## config.mk

```make
export PLATFORM = sky130hd
export DESIGN_NAME = ddo_front
export DESIGN_NICKNAME = d
export VERILOG_FILES = /design/src/hdl/ddo_pkg.sv /design/src/hdl/ddo_front.sv
export SDC_FILE = /design/constraint.sdc
export NUM_CORES = 1
export LEC_CHECK = 0
export ABC_AREA = 1
export BUFFER_PORTS_ARGS = -buffer_cell sky130_fd_sc_hd__buf_4
export CAP_MARGIN = 5
export CORE_ASPECT_RATIO = 0.7
export CORE_MARGIN = 4
export CORE_UTILIZATION = 61
export DETAILED_ROUTE_END_ITERATION = 6
export GPL_ROUTABILITY_DRIVEN = 0
export PLACE_DENSITY = 0.95
export SYNTH_ARGS = -nofsm -noshare
export SYNTH_HDL_FRONTEND = slang
export SYNTH_SLANG_ARGS = --single-unit
export TNS_END_PERCENT = 30
```

## constraint.sdc

```tcl
create_clock -name clk -period 2.78 [get_ports clk]
set_input_delay 0 -clock clk [delete_from_list [all_inputs] [get_ports clk]]
set_output_delay 0 -clock clk [all_outputs]
set_load 0.02 [all_outputs]
```

## src/hdl/ddo_pkg.sv

```systemverilog
// ----------------------------------------------------------------------------
// ddo_pkg
// Shared types, constants and helpers for the wheel odometry block.
// ----------------------------------------------------------------------------
package ddo_pkg;

	localparam int CORDIC_STEPS = 24;
	localparam int IDX_W        = 5;
	localparam int MUL_W        = 34;
	localparam int PROD_W       = 2 * MUL_W;
	localparam int NUM_W        = 54;
	localparam int DEN_W        = 44;
	localparam int REM_W        = DEN_W;
	localparam int CNT_W        = $clog2(NUM_W);
	localparam int CFG_IDX_W    = 8;

	localparam logic [31:0] MPT_RESET = 32'd160878;
	localparam logic [31:0] IAL_RESET = 32'd778073859;

	localparam logic [CFG_IDX_W-1:0] REG_MPT = 8'd0;
	localparam logic [CFG_IDX_W-1:0] REG_IAL = 8'd1;

	localparam logic signed [33:0] PI_Q        = 34'sd843314857;
	localparam logic signed [33:0] TWO_PI_Q    = 34'sd1686629714;
	localparam logic signed [33:0] HALF_PI_Q   = 34'sd421657428;
	localparam logic signed [33:0] CORDIC_GAIN = 34'sd652032874;
	localparam logic signed [33:0] MICRO       = 34'sd1000000;

	localparam logic signed [33:0] ATAN_Q28 [32] = '{
		34'sd210828714, 34'sd124459457, 34'sd65760959, 34'sd33381290,
		34'sd16755422, 34'sd8385879, 34'sd4193963, 34'sd2097109,
		34'sd1048571, 34'sd524287, 34'sd262144, 34'sd131072,
		34'sd65536, 34'sd32768, 34'sd16384, 34'sd8192,
		34'sd4096, 34'sd2048, 34'sd1024, 34'sd512,
		34'sd256, 34'sd128, 34'sd64, 34'sd32,
		34'sd16, 34'sd8, 34'sd4, 34'sd2,
		34'sd1, 34'sd0, 34'sd0, 34'sd0
	};

	// one classified sample between front and back
	typedef struct packed {
		logic signed [31:0] dlt_l;
		logic signed [31:0] dlt_r;
		logic [31:0]        dt;
		logic               zero;
	} item_t;

	// saturate a wide signed value to 32 bits
	function automatic logic signed [31:0] sat32(input logic signed [PROD_W-1:0] v);
		logic signed [31:0] r;
		if (v > 68'sd2147483647)
			r = 32'sh7FFFFFFF;
		else if (v < -68'sd2147483648)
			r = 32'sh80000000;
		else
			r = v[31:0];
		return r;
	endfunction

	// apply sign and saturation to an unsigned quotient
	function automatic logic [31:0] sat_quot(input logic [NUM_W-1:0] q, input logic neg);
		logic [31:0] r;
		if (!neg)
			r = (q > NUM_W'(32'h7FFFFFFF)) ? 32'h7FFFFFFF : q[31:0];
		else
			r = (q > NUM_W'(32'h80000000)) ? 32'h80000000 : (~q[31:0] + 32'd1);
		return r;
	endfunction

	// magnitude of a signed product, cut to numerator width
	function automatic logic [NUM_W-1:0] mag(input logic signed [PROD_W-1:0] v);
		logic [PROD_W-1:0] a;
		a = v[PROD_W-1] ? (~v + PROD_W'(1)) : v;
		return a[NUM_W-1:0];
	endfunction

endpackage

```

## src/hdl/ddo_front.sv

```systemverilog
// ----------------------------------------------------------------------------
// ddo_front
// Accepts samples, forms count and time deltas, flags a zero interval.
// ----------------------------------------------------------------------------
module ddo_front (
	input  logic          clk,
	input  logic          arst_n,
	input  logic          s_tvalid,
	output logic          s_tready,
	input  logic [95:0]   s_tdata,   // left_count, right_count, sample_time
	input  logic          q_full,
	output logic          q_push,
	output ddo_pkg::item_t q_item
);
	import ddo_pkg::*;

	logic [31:0] last_left_q;
	logic [31:0] last_right_q;
	logic [31:0] last_time_q;
	logic [31:0] dt;

	assign s_tready = !q_full;
	assign q_push   = s_tvalid && !q_full;

	// deltas modulo 2^32 against the previous sample
	assign dt           = s_tdata[95:64] - last_time_q;
	assign q_item.dlt_l = s_tdata[31:0] - last_left_q;
	assign q_item.dlt_r = s_tdata[63:32] - last_right_q;
	assign q_item.dt    = dt;
	assign q_item.zero  = (dt == 32'd0);

	// previous sample registers
	always_ff @(posedge clk or negedge arst_n) begin
		if (!arst_n) begin
			last_left_q  <= '0;
			last_right_q <= '0;
			last_time_q  <= '0;
		end else if (q_push) begin
			last_left_q  <= s_tdata[31:0];
			last_right_q <= s_tdata[63:32];
			last_time_q  <= s_tdata[95:64];
		end
	end

endmodule

```

=== Word-level counts from Yosys, hierarchy flattened ===
Cells that the tools add are included.

* Add/sub/neg operators: 3
* Reductions and logical operators: 3

{| class="wikitable"
|+ Operators with widths
! operator !! count
|-
| 32-bit subtractor || 3
|-
| 32-bit zero test || 1
|-
| 1-bit logical AND || 1
|-
| 1-bit zero test || 1
|}

* Logic and storage cells: 9
* Output and inout bits: 99
* Register bits: 96
* Input port bits: 100

=== Depth between registers and ports, before layout ===
* Word-level depth: 2
* Mapped depth: 18
* Depth with buffers taken out: 18

=== Least setup slack after synthesis ===
Ideal clock, no wire load.

* Path kind: flip-flop to output port
* From: register last_time_q[0]
* To: output port q_item[0] (netlist bit)
* Path buffers: 0
* Required time: 2.780 ns
* Setup slack: 0.511 ns
* Cell stages (with the launch flop): 16
* Arrival: 2.269 ns
* Cells stage by stage: dfrtp_1 ha_1 fa_1 inv_1 nand2_1 nand2_1 nand3_1 nand2_1 nand2_1 nand2_2 nand2_1 nand3_1 nand2_1 nor2_1 nand3_1 nor2_1

{| class="wikitable"
|+ RTL lines
! what !! RTL line !! text
|-
| start, declared || ddo_front.sv:19 || <nowiki>logic [31:0] last_time_q;</nowiki>
|-
| start signal, assigned || ddo_front.sv:41 || <nowiki>last_time_q <= s_tdata[95:64];</nowiki>
|-
| end, declared || ddo_front.sv:13 || <nowiki>output ddo_pkg::item_t q_item</nowiki>
|}

==> impl_metrics.py <==
metrics = {
    "outcome": {
        "status": "finished, violations left",
        "failed_checks": "setup timing",
    },
    "yosys": {
        "yosysWarnings": 0,
        "synth_nets": 1739,
        "synthAdderAreaFrac_pct": 12.6,
        "synthCells": 1543,
        "yosysSeqAreaShare_pct": 24.8,
        "synth_top_family_by_area": "simple AND/OR/NAND/NOR gates",
        "muxShareOfSynthArea_pct": 0,
        "synth_compound_area_share_pct": 16.0,
        "postSynthAreaPerCell_um2": 6.29,
        "netlist.area_leader.share_pct": 24.8,
        "synth-xor-area-share_pct": 5.78,
        "yosys-top-cells-area": "dfrtp_1, nand2_1, ha_1",
        "synth_area_leader_cell": "dfrtp_1",
        "ys_ff_latch": 96,
        "yosys.area_share.simple_pct": 28.8,
        "synth_cell_type_count": 36,
        "syn-cell-area_mm2": 0.00971,
    },
    "global_routing": {
        "track_usage_pct": 35.0,
        "grt_first_pass_wirelength_um": 52300,
        "overflow": 0,
        "antenna_found_initial": 0,
        "grt_max_degree": 80,
        "grt_pass1_vias": 10900,
    },
    "clock_network": {
        "htreeDepth": 3,
        "cts-buffers-inserted": 9,
        "clock_latency_ps": 360,
        "root_buffer": "clkbuf_16",
        "clkTransAtPathRegs_ps": 70,
        "numClockSinks": 96,
        "cts_buffer_depth": 2,
        "cts_tree": "built",
    },
    "timing": {
        "setup_viol": 4,
        "rsz0062_at_grt": "yes",
        "hold_viol": 0,
        "post-route-period-util_pct": 105,
        "worst_slack_ps": -137,
        "max_freq_mhz": 343,
        "worst_hold_slack_ps": 8.16,
        "tightest_slew_ps": 728,
        "fin_crit_ps": 2920,
        "maxSlewHeadroom_pct": 51.5,
        "drv_slew": 0,
        "skew_ps": 0,
    },
    "die": {
        "io_pins": 199,
        "die_h_um": 114,
        "initial_core_util_pct": 62.4,
        "die-area_mm2": 0.0180,
        "fp.coreArea_mm2": 0.0155,
        "die_w_um": 159,
        "fp-row-count": 38,
    },
    "detailed_routing": {
        "drc": 0,
        "via_per_inst": 5.88,
        "drt-initial-drc-count": 1763,
        "drt_wl_total_um": 34900,
        "vias": 12000,
        "wl_per_cell_um": 17.0,
        "ant_nets": 0,
        "dr.pass1.iters": 7,
    },
    "critical_path": {
        "critPathMaxFanout": 3,
        "cp-start-kind": "input port",
        "crit_chain": "dlygate4sd3_1 > buf_4 > inv_1 > ha_4 > fa_2 > inv_2 > nand2_2 > nand2_2 > nand3_2 > nand2_2 > buf_4 > nand2_1 > nand2_2 > nor2_1 > nand3_1 > nor2_1 > nand2_1 > nor2_1 > nand3_1 > nor2_1 > buf_4",
        "critPathKind": "in -> out",
        "endpoint_kind": "output pin",
        "arrival_ps": 2920,
        "max_stage_delay_ps": 550,
        "cp.required_ps": 2780,
        "crit_path_top_delay_cell": "dlygate4sd3_1",
    },
    "power": {
        "p_leak_nw": 6.88,
        "power_density_mw_per_mm2": 610,
        "design_power_total_w": 0.00791,
        "peakVddDrop_uv": 486,
    },
    "min_path": {
        "hp-class": "in -> reg",
    },
    "flow_run": {
        "drv_cap": 0,
    },
    "finish": {
        "drive_gt1_share_pct": 16.3,
        "area_delta_synth_final_pct": 33.6,
        "fin_util_pct": 83.4,
        "nets": 2037,
    },
    "placement": {
        "dpl.hpwl_um": 23200,
        "port_buffers": 198,
    },
}
[final cells by class]
cell class | instances | area, um2
antenna | 1 | 2.50
clock buffer | 11 | 243
clock inverter | 5 | 41.3
fill | 921 | 2580
inverter | 290 | 1090
multi-input combinational | 1136 | 6360
sequential | 96 | 2400
tap | 200 | 250
timing repair buffer | 308 | 2580
[timing repair]
item,4_1_cts,5_1_grt
endpoints found under the hold margin,132,0
setup endpoints to repair,0,19
setup buffers,0,10
hold buffers,96,0
resized for setup,0,59
[cell usage in the layout, fill, tap and decap left out, drive strengths merged, types with 2 or more instances in the layout]
cell         synthesis  final
nor3                21     21
clkinv               0      2
a31oi                7      7
nor4                 2      2
xnor2               13     13
nand3               49     49
a211oi               3      3
a21boi               4      4
nor2               122    122
nand2              474    474
o21a                 9      9
dfrtp               96     96
dlygate4sd3          0     96
inv                290    291
buf                  1    212
o21bai               7      7
clkbuf              20     11
clkinvlp             0      2
a21o                 3      3
nand4               11     11
a21oi              101    101
ha                  93     93
xor2                51     51
nand3b              12     12
fa                   3      3
o221ai               3      3
o21ai              145    145
[state kept, by name, indices dropped and copies added (netlist names)]
name,count
last_right_q,32
last_left_q,32
last_time_q,32
[cell usage after synthesis]
cell type	n
a21boi_0	3
xnor2_1	13
inv_1	289
buf_4	1
nor2_1	118
nor3b_1	1
o21ai_0	134
o2111ai_1	1
fa_1	3
ha_1	93
o211ai_1	1
clkbuf_1	20
a211oi_1	3
o21bai_2	1
o21bai_1	6
a21oi_1	99
nand3b_1	12
nor2_2	4
a21o_1	3
nand2_2	5
o21ai_1	3
nor4_1	2
a21oi_2	2
nand3_2	1
dfrtp_1	96
nor3_1	21
a21boi_1	1
nand3_1	48
o21ai_2	8
a31oi_1	7
nand2_1	469
inv_2	1
xor2_1	51
o21a_1	9
nand4_1	11
o221ai_1	3
[through the flow]
stage	instance area, um2	setup TNS [ps]	setup slack (ps)	std cells
2_1_floorplan	9710	0	511	1543
3_3_place_gp	11400	0	521	1924
3_5_place_dp	11400	0	437	1924
4_1_cts	12700	0	29.9	2036
5_1_grt	13000	-471	-167	2046
6_report	13000	-387	-137	2047
[power breakdown]
part	total (W)	switching, W	internal, W
logic	0.00502	0.00317	0.00186
clock network	0.00126	0.000617	0.000640
registers	0.00163	0.0000618	0.00157
total	0.00791	0.00385	0.00407
[cell families after synthesis]
family | after synthesis
buffers and inverters | 311
AO/OA/AOI/OAI | 284
flip-flops | 96
AND/OR/NAND/NOR | 692
adder cells (fa/ha/maj) | 96
XOR/XNOR | 64
[path summary, 6_finish.rpt]
check | startpoint | end | slack [ps] | cells after the start
worst max register to register | last_time_q[0] | last_time_q[0] | 1850 | 3
min in group asynchronous | arst_n | last_left_q[23] | 160 | 2
worst min register to register | last_left_q[0] | last_left_q[0] | 500 | 2
worst min-delay path | s_tdata[33] | last_right_q[1] | 8 | 3
max in group asynchronous | arst_n | last_time_q[9] | 1910 | 3
worst max-delay path | s_tdata[64] | q_item[0] | -140 | 21
[routing by layer]
layer,vias to the layer above,wire [um],track usage [%]
li1,5460,-,-
met1,5337,13400,45.9
met2,1000,15100,56.3
met3,232,4560,8.99
met4,0,1790,13.6
met5,-,0,0
[critical path: cells and delay by family]
kind | cells | cell delay [ps]
simple gates | 13 | 1330
buf+inv | 6 | 1170
fa+ha+maj | 2 | 410
Power figures use the tool's default switching activity.
