## src/hdl/ddo_pkg.sv

```systemverilog
// ----------------------------------------------------------------------------
// ddo_pkg
// Shared types, constants and helpers for the wheel odometry block.
// ----------------------------------------------------------------------------
package ddo_pkg;

	localparam int CORDIC_STEPS = 24;
	localparam int IDX_W        = 5;
	localparam int MUL_W        = 34;
	localparam int PROD_W       = 2 * MUL_W;
	localparam int NUM_W        = 54;
	localparam int DEN_W        = 44;
	localparam int REM_W        = DEN_W;
	localparam int CNT_W        = $clog2(NUM_W);
	localparam int CFG_IDX_W    = 8;

	localparam logic [31:0] MPT_RESET = 32'd160878;
	localparam logic [31:0] IAL_RESET = 32'd778073859;

	localparam logic [CFG_IDX_W-1:0] REG_MPT = 8'd0;
	localparam logic [CFG_IDX_W-1:0] REG_IAL = 8'd1;

	localparam logic signed [33:0] PI_Q        = 34'sd843314857;
	localparam logic signed [33:0] TWO_PI_Q    = 34'sd1686629714;
	localparam logic signed [33:0] HALF_PI_Q   = 34'sd421657428;
	localparam logic signed [33:0] CORDIC_GAIN = 34'sd652032874;
	localparam logic signed [33:0] MICRO       = 34'sd1000000;

	localparam logic signed [33:0] ATAN_Q28 [32] = '{
		34'sd210828714, 34'sd124459457, 34'sd65760959, 34'sd33381290,
		34'sd16755422, 34'sd8385879, 34'sd4193963, 34'sd2097109,
		34'sd1048571, 34'sd524287, 34'sd262144, 34'sd131072,
		34'sd65536, 34'sd32768, 34'sd16384, 34'sd8192,
		34'sd4096, 34'sd2048, 34'sd1024, 34'sd512,
		34'sd256, 34'sd128, 34'sd64, 34'sd32,
		34'sd16, 34'sd8, 34'sd4, 34'sd2,
		34'sd1, 34'sd0, 34'sd0, 34'sd0
	};

	// one classified sample between front and back
	typedef struct packed {
		logic signed [31:0] dlt_l;
		logic signed [31:0] dlt_r;
		logic [31:0]        dt;
		logic               zero;
	} item_t;

	// saturate a wide signed value to 32 bits
	function automatic logic signed [31:0] sat32(input logic signed [PROD_W-1:0] v);
		logic signed [31:0] r;
		if (v > 68'sd2147483647)
			r = 32'sh7FFFFFFF;
		else if (v < -68'sd2147483648)
			r = 32'sh80000000;
		else
			r = v[31:0];
		return r;
	endfunction

	// apply sign and saturation to an unsigned quotient
	function automatic logic [31:0] sat_quot(input logic [NUM_W-1:0] q, input logic neg);
		logic [31:0] r;
		if (!neg)
			r = (q > NUM_W'(32'h7FFFFFFF)) ? 32'h7FFFFFFF : q[31:0];
		else
			r = (q > NUM_W'(32'h80000000)) ? 32'h80000000 : (~q[31:0] + 32'd1);
		return r;
	endfunction

	// magnitude of a signed product, cut to numerator width
	function automatic logic [NUM_W-1:0] mag(input logic signed [PROD_W-1:0] v);
		logic [PROD_W-1:0] a;
		a = v[PROD_W-1] ? (~v + PROD_W'(1)) : v;
		return a[NUM_W-1:0];
	endfunction

endpackage

```

## src/hdl/ddo_queue.sv

```systemverilog
// ----------------------------------------------------------------------------
// ddo_queue
// Two-entry queue of classified samples between front and back.
// ----------------------------------------------------------------------------
module ddo_queue (
	input  logic           clk,
	input  logic           arst_n,
	input  logic           push,
	input  ddo_pkg::item_t push_item,
	output logic           full,
	input  logic           pop,
	output ddo_pkg::item_t pop_item,
	output logic           empty
);
	import ddo_pkg::*;

	item_t      mem_q [2];
	logic       wr_q;
	logic       rd_q;
	logic [1:0] cnt_q;

	assign full     = (cnt_q == 2'd2);
	assign empty    = (cnt_q == 2'd0);
	assign pop_item = mem_q[rd_q];

	// storage
	always_ff @(posedge clk) begin
		if (push)
			mem_q[wr_q] <= push_item;
	end

	// pointers and fill count
	always_ff @(posedge clk or negedge arst_n) begin
		if (!arst_n) begin
			wr_q  <= 1'b0;
			rd_q  <= 1'b0;
			cnt_q <= 2'd0;
		end else begin
			if (push)
				wr_q <= !wr_q;
			if (pop)
				rd_q <= !rd_q;
			if (push && !pop)
				cnt_q <= cnt_q + 2'd1;
			else if (pop && !push)
				cnt_q <= cnt_q - 2'd1;
		end
	end

endmodule

```

## config.mk

```make
export PLATFORM = sky130hd
export DESIGN_NAME = ddo_queue
export DESIGN_NICKNAME = d
export VERILOG_FILES = /design/src/hdl/ddo_pkg.sv /design/src/hdl/ddo_queue.sv
export SDC_FILE = /design/constraint.sdc
export NUM_CORES = 1
export LEC_CHECK = 0
export BUFFER_PORTS_ARGS = -buffer_cell sky130_fd_sc_hd__buf_2
export CAP_MARGIN = 10
export CORE_UTILIZATION = 49
export DETAILED_ROUTE_END_ITERATION = 12
export PLACE_DENSITY = 0.8
export SYNTH_ARGS = -nofsm -noshare
export SYNTH_HDL_FRONTEND = slang
export SYNTH_SLANG_ARGS = --single-unit
```

## constraint.sdc

```tcl
create_clock -name clk -period 10.7 [get_ports clk]
set_input_delay 2.14 -clock clk [delete_from_list [all_inputs] [get_ports clk]]
set_output_delay 2.14 -clock clk [all_outputs]
set_load 0.01 [all_outputs]
```

# After elaboration in Yosys (flattened, before gate mapping)
# Memory sizes are Yosys's and may differ from the RTL's.
# Cells that the tools add are included.
dict set report totals {
  out_inout_bits 99
  mem_bits_rw 194
  word_cells 19
  ff_bits 4
  n_memories 1
}
# name words word_bits rd rd_clocked_by_memory_dff wr line_no
set mem_list {}
lappend mem_list {mem_q 2 97 1 0 1 ddo_queue.sv:17} ;# item_t mem_q [2];
dict set report classes {
  n_addsub 2
  n_mux 4
  reduce_logical 8
  n_eq_ne 1
}
# cell count
set ops {}
lappend ops {{1-bit logical NOT} 4}
lappend ops {{2-bit 2-to-1 mux} 2}
lappend ops {{2-bit by 1-bit adder with 2-bit output, second input constant} 1}
lappend ops {{2-bit equality test, second input constant} 1}
lappend ops {{1-bit logical AND} 2}
lappend ops {{2-bit logical NOT} 1}
lappend ops {{1-bit 2-to-1 mux} 2}
lappend ops {{2-bit nonzero test} 1}
lappend ops {{2-bit by 1-bit subtractor with 2-bit output, second input constant} 1}

# Logic depth before layout (Yosys ltp)
dict set report depth {
  word_depth 4
  mapped_depth 5
  ltp_nobuf 5
}

# Least setup slack after synthesis
# OpenSTA, ideal clock, no wires.
dict set report synth_path {
  kind {input to register}
  startpoint {in push}
  endpoint {mem mem_q[0][0] (netlist bit), enable pin}
  slack_ns 3.771
  stages 1
  n_path_buf 0
  arrival_ns 6.364
  setup_time_ns 0.565
  t_required_ns 10.135
  cell_sequence {nor2b_1}
}
dict set report synth_via {
  elab_chain_cells 2
}
# item line_no
set synth_rtl {}
lappend synth_rtl {{start: declaration} ddo_queue.sv:8} ;# input logic push,
lappend synth_rtl {{1-bit 2-to-1 mux} ddo_queue.sv:28} ;# if (push)
lappend synth_rtl {{1-bit 2-to-1 mux (implied by the code)} ddo_queue.sv:29} ;# mem_q[wr_q] <= push_item;
lappend synth_rtl {{end: declaration} ddo_queue.sv:17}
# No other way between the ends.

==> impl_metrics.env <==
export IMPL_synth_fa_ha_area_frac=0.00172
export IMPL_io_buffer_count=199
export IMPL_synth_compound_area_share=0
export IMPL_required_ps=8560
export IMPL_place_ws_ps=6320
export IMPL_seq_area_frac_synth=0.816
export IMPL_totalPowerFinal_mw=2.35
export IMPL_r2r_end="mem_q[0][49]$_DFFE_PP_"
export IMPL_finalCritPeriodShare=0.443
export IMPL_async_flop_share=0.0202
export IMPL_routed_top_layer="met4"
export IMPL_crit_path_end="pop_item[58]"
export IMPL_synth_seq_cells=198
export IMPL_period_needed_ps=4740
export IMPL_multiInputGateArea_sq_um=1260
export IMPL_cp_num_buf_inv=2
export IMPL_fin_setup_tns_ps=0
export IMPL_synth_largest_area_cell="edfxtp_1"
export IMPL_via_per_inst=5.02
export IMPL_crit_arrival_ps=2600
export IMPL_critPathSlowestCell="dfrtp_4"
export IMPL_drtIter0Drc=267
export IMPL_synth_area_leaders="edfxtp_1 80%, mux2_2 12%, mux2_4 4.1%, dfrtp_1 1.4%, buf_6 0.62%"
export IMPL_die_x_um=124
export IMPL_root_buffer="clkbuf_16"
export IMPL_fillCellCount=1044
export IMPL_cts_made_buffers=17
export IMPL_start_util=0.501
export IMPL_start_kind="register"
export IMPL_synthCells=318
export IMPL_power_density_nw_per_um2=261
export IMPL_synth_cell_type_count=13
export IMPL_dr_wl_met3_um=928
export IMPL_synth_edf_count=194
export IMPL_final_setup_worst_slack_ps=5960
export IMPL_yosys_area_share_simple=0.00362
export IMPL_crit_path_cell_trace="buf_4 -> mux2_2 -> buf_2"
export IMPL_synthFlopType="edfxtp_1"
export IMPL_wl_met1_um=5030
export IMPL_ctsHoldBuffers=0
export IMPL_yosysWarnings=0
export IMPL_yosys_top_cells_count="194 x edfxtp_1, 77 x mux2_2, 20 x mux2_4"
export IMPL_timing_fmax_mhz=211
export IMPL_insertion_delay_ps=420
export IMPL_rrSetupSlack_ps=8220
export IMPL_synth_net_count=420
export IMPL_final_util=0.622
export IMPL_grt_pass1_wl_um=18400
export IMPL_cts_tree="yes"
export IMPL_tightestPinTransition_ps=1030
export IMPL_p_leak_nw=3.45
export IMPL_wl_um=12400
export IMPL_hold_violations=0
export IMPL_die_area_sq_um=15300
export IMPL_antenna_cells=0
export IMPL_skew_ps=9.21
export IMPL_drv_cap=0
export IMPL_firstDrtPassIters=4
export IMPL_syn_avg_cell_area_sq_um=22.8
export IMPL_htreeDepth=4
export IMPL_crit_family="buffers and inverters"
export IMPL_vdd_ir_drop_max_mv=0.169
export IMPL_routabilityCongestion=0.679
export IMPL_slew_viol_final=0
export IMPL_hp_class="register to register"
export IMPL_core_area_sq_um=14500
export IMPL_ant_nets=0
export IMPL_crit_type="register to primary output"
export IMPL_num_vias=3640
export IMPL_routedWlPerCell_um=17.2
export IMPL_drc_errors=0
export IMPL_register_area_sq_um=5930
export IMPL_cts_buffer_depth=2
export IMPL_reg2regPathDepth=2
export IMPL_grt_start_max_net_pins=63
export IMPL_rsz0062_at_grt="no"
export IMPL_grt_use_total=0.166
export IMPL_dp_hpwl_um=8240
export IMPL_ios=200
export IMPL_crit_fanout=55
export IMPL_clk_pin_slew_worst_paths_ps=70
export IMPL_antenna_found_initial=0
export IMPL_crit_path_max_incr_delay_ps=790
export IMPL_postCtsSetupRepairBufs=0
export IMPL_synth_top_family_by_area="multiplexers"
export IMPL_die_h_um=124
export IMPL_slew_headroom=0.313
export IMPL_cp_num_cells=3
export IMPL_synthMuxAreaShare=0.161
export IMPL_status="finished clean"
export IMPL_post_cts_resized=0
export IMPL_rr_startpoint="wr_q$_DFFE_PN0P_"
export IMPL_fin_nets=630
export IMPL_row_count=44
export IMPL_critPathCaptureType="primary output"
export IMPL_setup_viol=0
export IMPL_startpoint="rd_q$_DFFE_PN0P_"
export IMPL_overflow=0
export IMPL_drive_above_1_share=0.606
export IMPL_dr_wl_met2_um=6240
export IMPL_synth_xor_area_share=0.00603
export IMPL_area_growth_pct=24.1
export IMPL_numClockSinks=198
export IMPL_synth_area_sq_um=7260
export IMPL_yosysMostFrequentCell="edfxtp_1"
export IMPL_yosysTopAreaCellShare=0.802
export IMPL_grt_pass1_vias=3632
cell type report:
class                   count  share of cell area
inverters                   1            0.000417
repair buffers            202               0.113
multi-input cells         108               0.140
clock inverters            11              0.0139
clock buffers              21              0.0489
flip-flops and latches    198               0.658
well taps                 184              0.0256
state kept, by name, indices dropped and copies added, names as in the netlist:
| signal | cells |
|---|---|
| wr_q | 1 |
| mem_q | 194 |
| cnt_q | 2 |
| rd_q | 1 |
layout by cell type (no fill, tap or decap):
cell type and n:
and2_4 1, clkbuf_1 4, clkinv_4 1, buf_4 3, nor2_1 2, clkinvlp_4 3
xnor2_1 1, nor2b_4 1, mux2_2 77, buf_2 199, bufinv_16 2, nor2b_1 1
inv_1 1, ha_1 1, inv_6 3, clkinv_1 2, dfrtp_4 1, dfrtp_1 3
xor2_1 4, clkbuf_16 17, edfxtp_1 194, mux2_4 20
metrics by stage:
stage	std cells	hold slack (ps)	cell area (sq um)
finish	725	556	9010
global route	725	564	9010
CTS	725	550	9010
detailed placement	693	503	8440
global placement	693	477	8440
floorplan	318	455	7260
worst min path at each step:
stage                                       to  depth (start not counted)            startpoint  slack [ps]
final                     cnt_q[1]$_DFFE_PN0P_                          1  cnt_q[1]$_DFFE_PN0P_         560
after detailed placement  cnt_q[1]$_DFFE_PN0P_                          1  cnt_q[1]$_DFFE_PN0P_         500
after floorplan               wr_q$_DFFE_PN0P_                          1      wr_q$_DFFE_PN0P_         460
after global placement    cnt_q[1]$_DFFE_PN0P_                          1  cnt_q[1]$_DFFE_PN0P_         480
after global routing      cnt_q[1]$_DFFE_PN0P_                          1  cnt_q[1]$_DFFE_PN0P_         560
after CTS                 cnt_q[1]$_DFFE_PN0P_                          1  cnt_q[1]$_DFFE_PN0P_         550
cell families (layout without fill, tap and decap cells):
logic type    Yosys count  count (layout)
flops                 198             198
mux                    97              97
buf+inv                12             235
xor+xnor                5               5
simple gates            5               5
fa+ha+maj               1               1
report_power, final:
group | switching, mW | leakage (nW) | internal, mW
clock network | 0.266 | 0.264 | 0.345
logic | 0.324 | 1.32 | 0.315
registers | 0.0680 | 1.87 | 1.03
total | 0.658 | 3.45 | 1.69
per-layer routing:
layer | global-route usage | vias up
met2 | 0.270 | 140
met1 | 0.202 | 1800
met3 | 0.0536 | 16
met4 | 0.0798 | 0
li1 | - | 1684
met5 | 0 | -
Note: power is estimated with default switching activity, not from simulation.
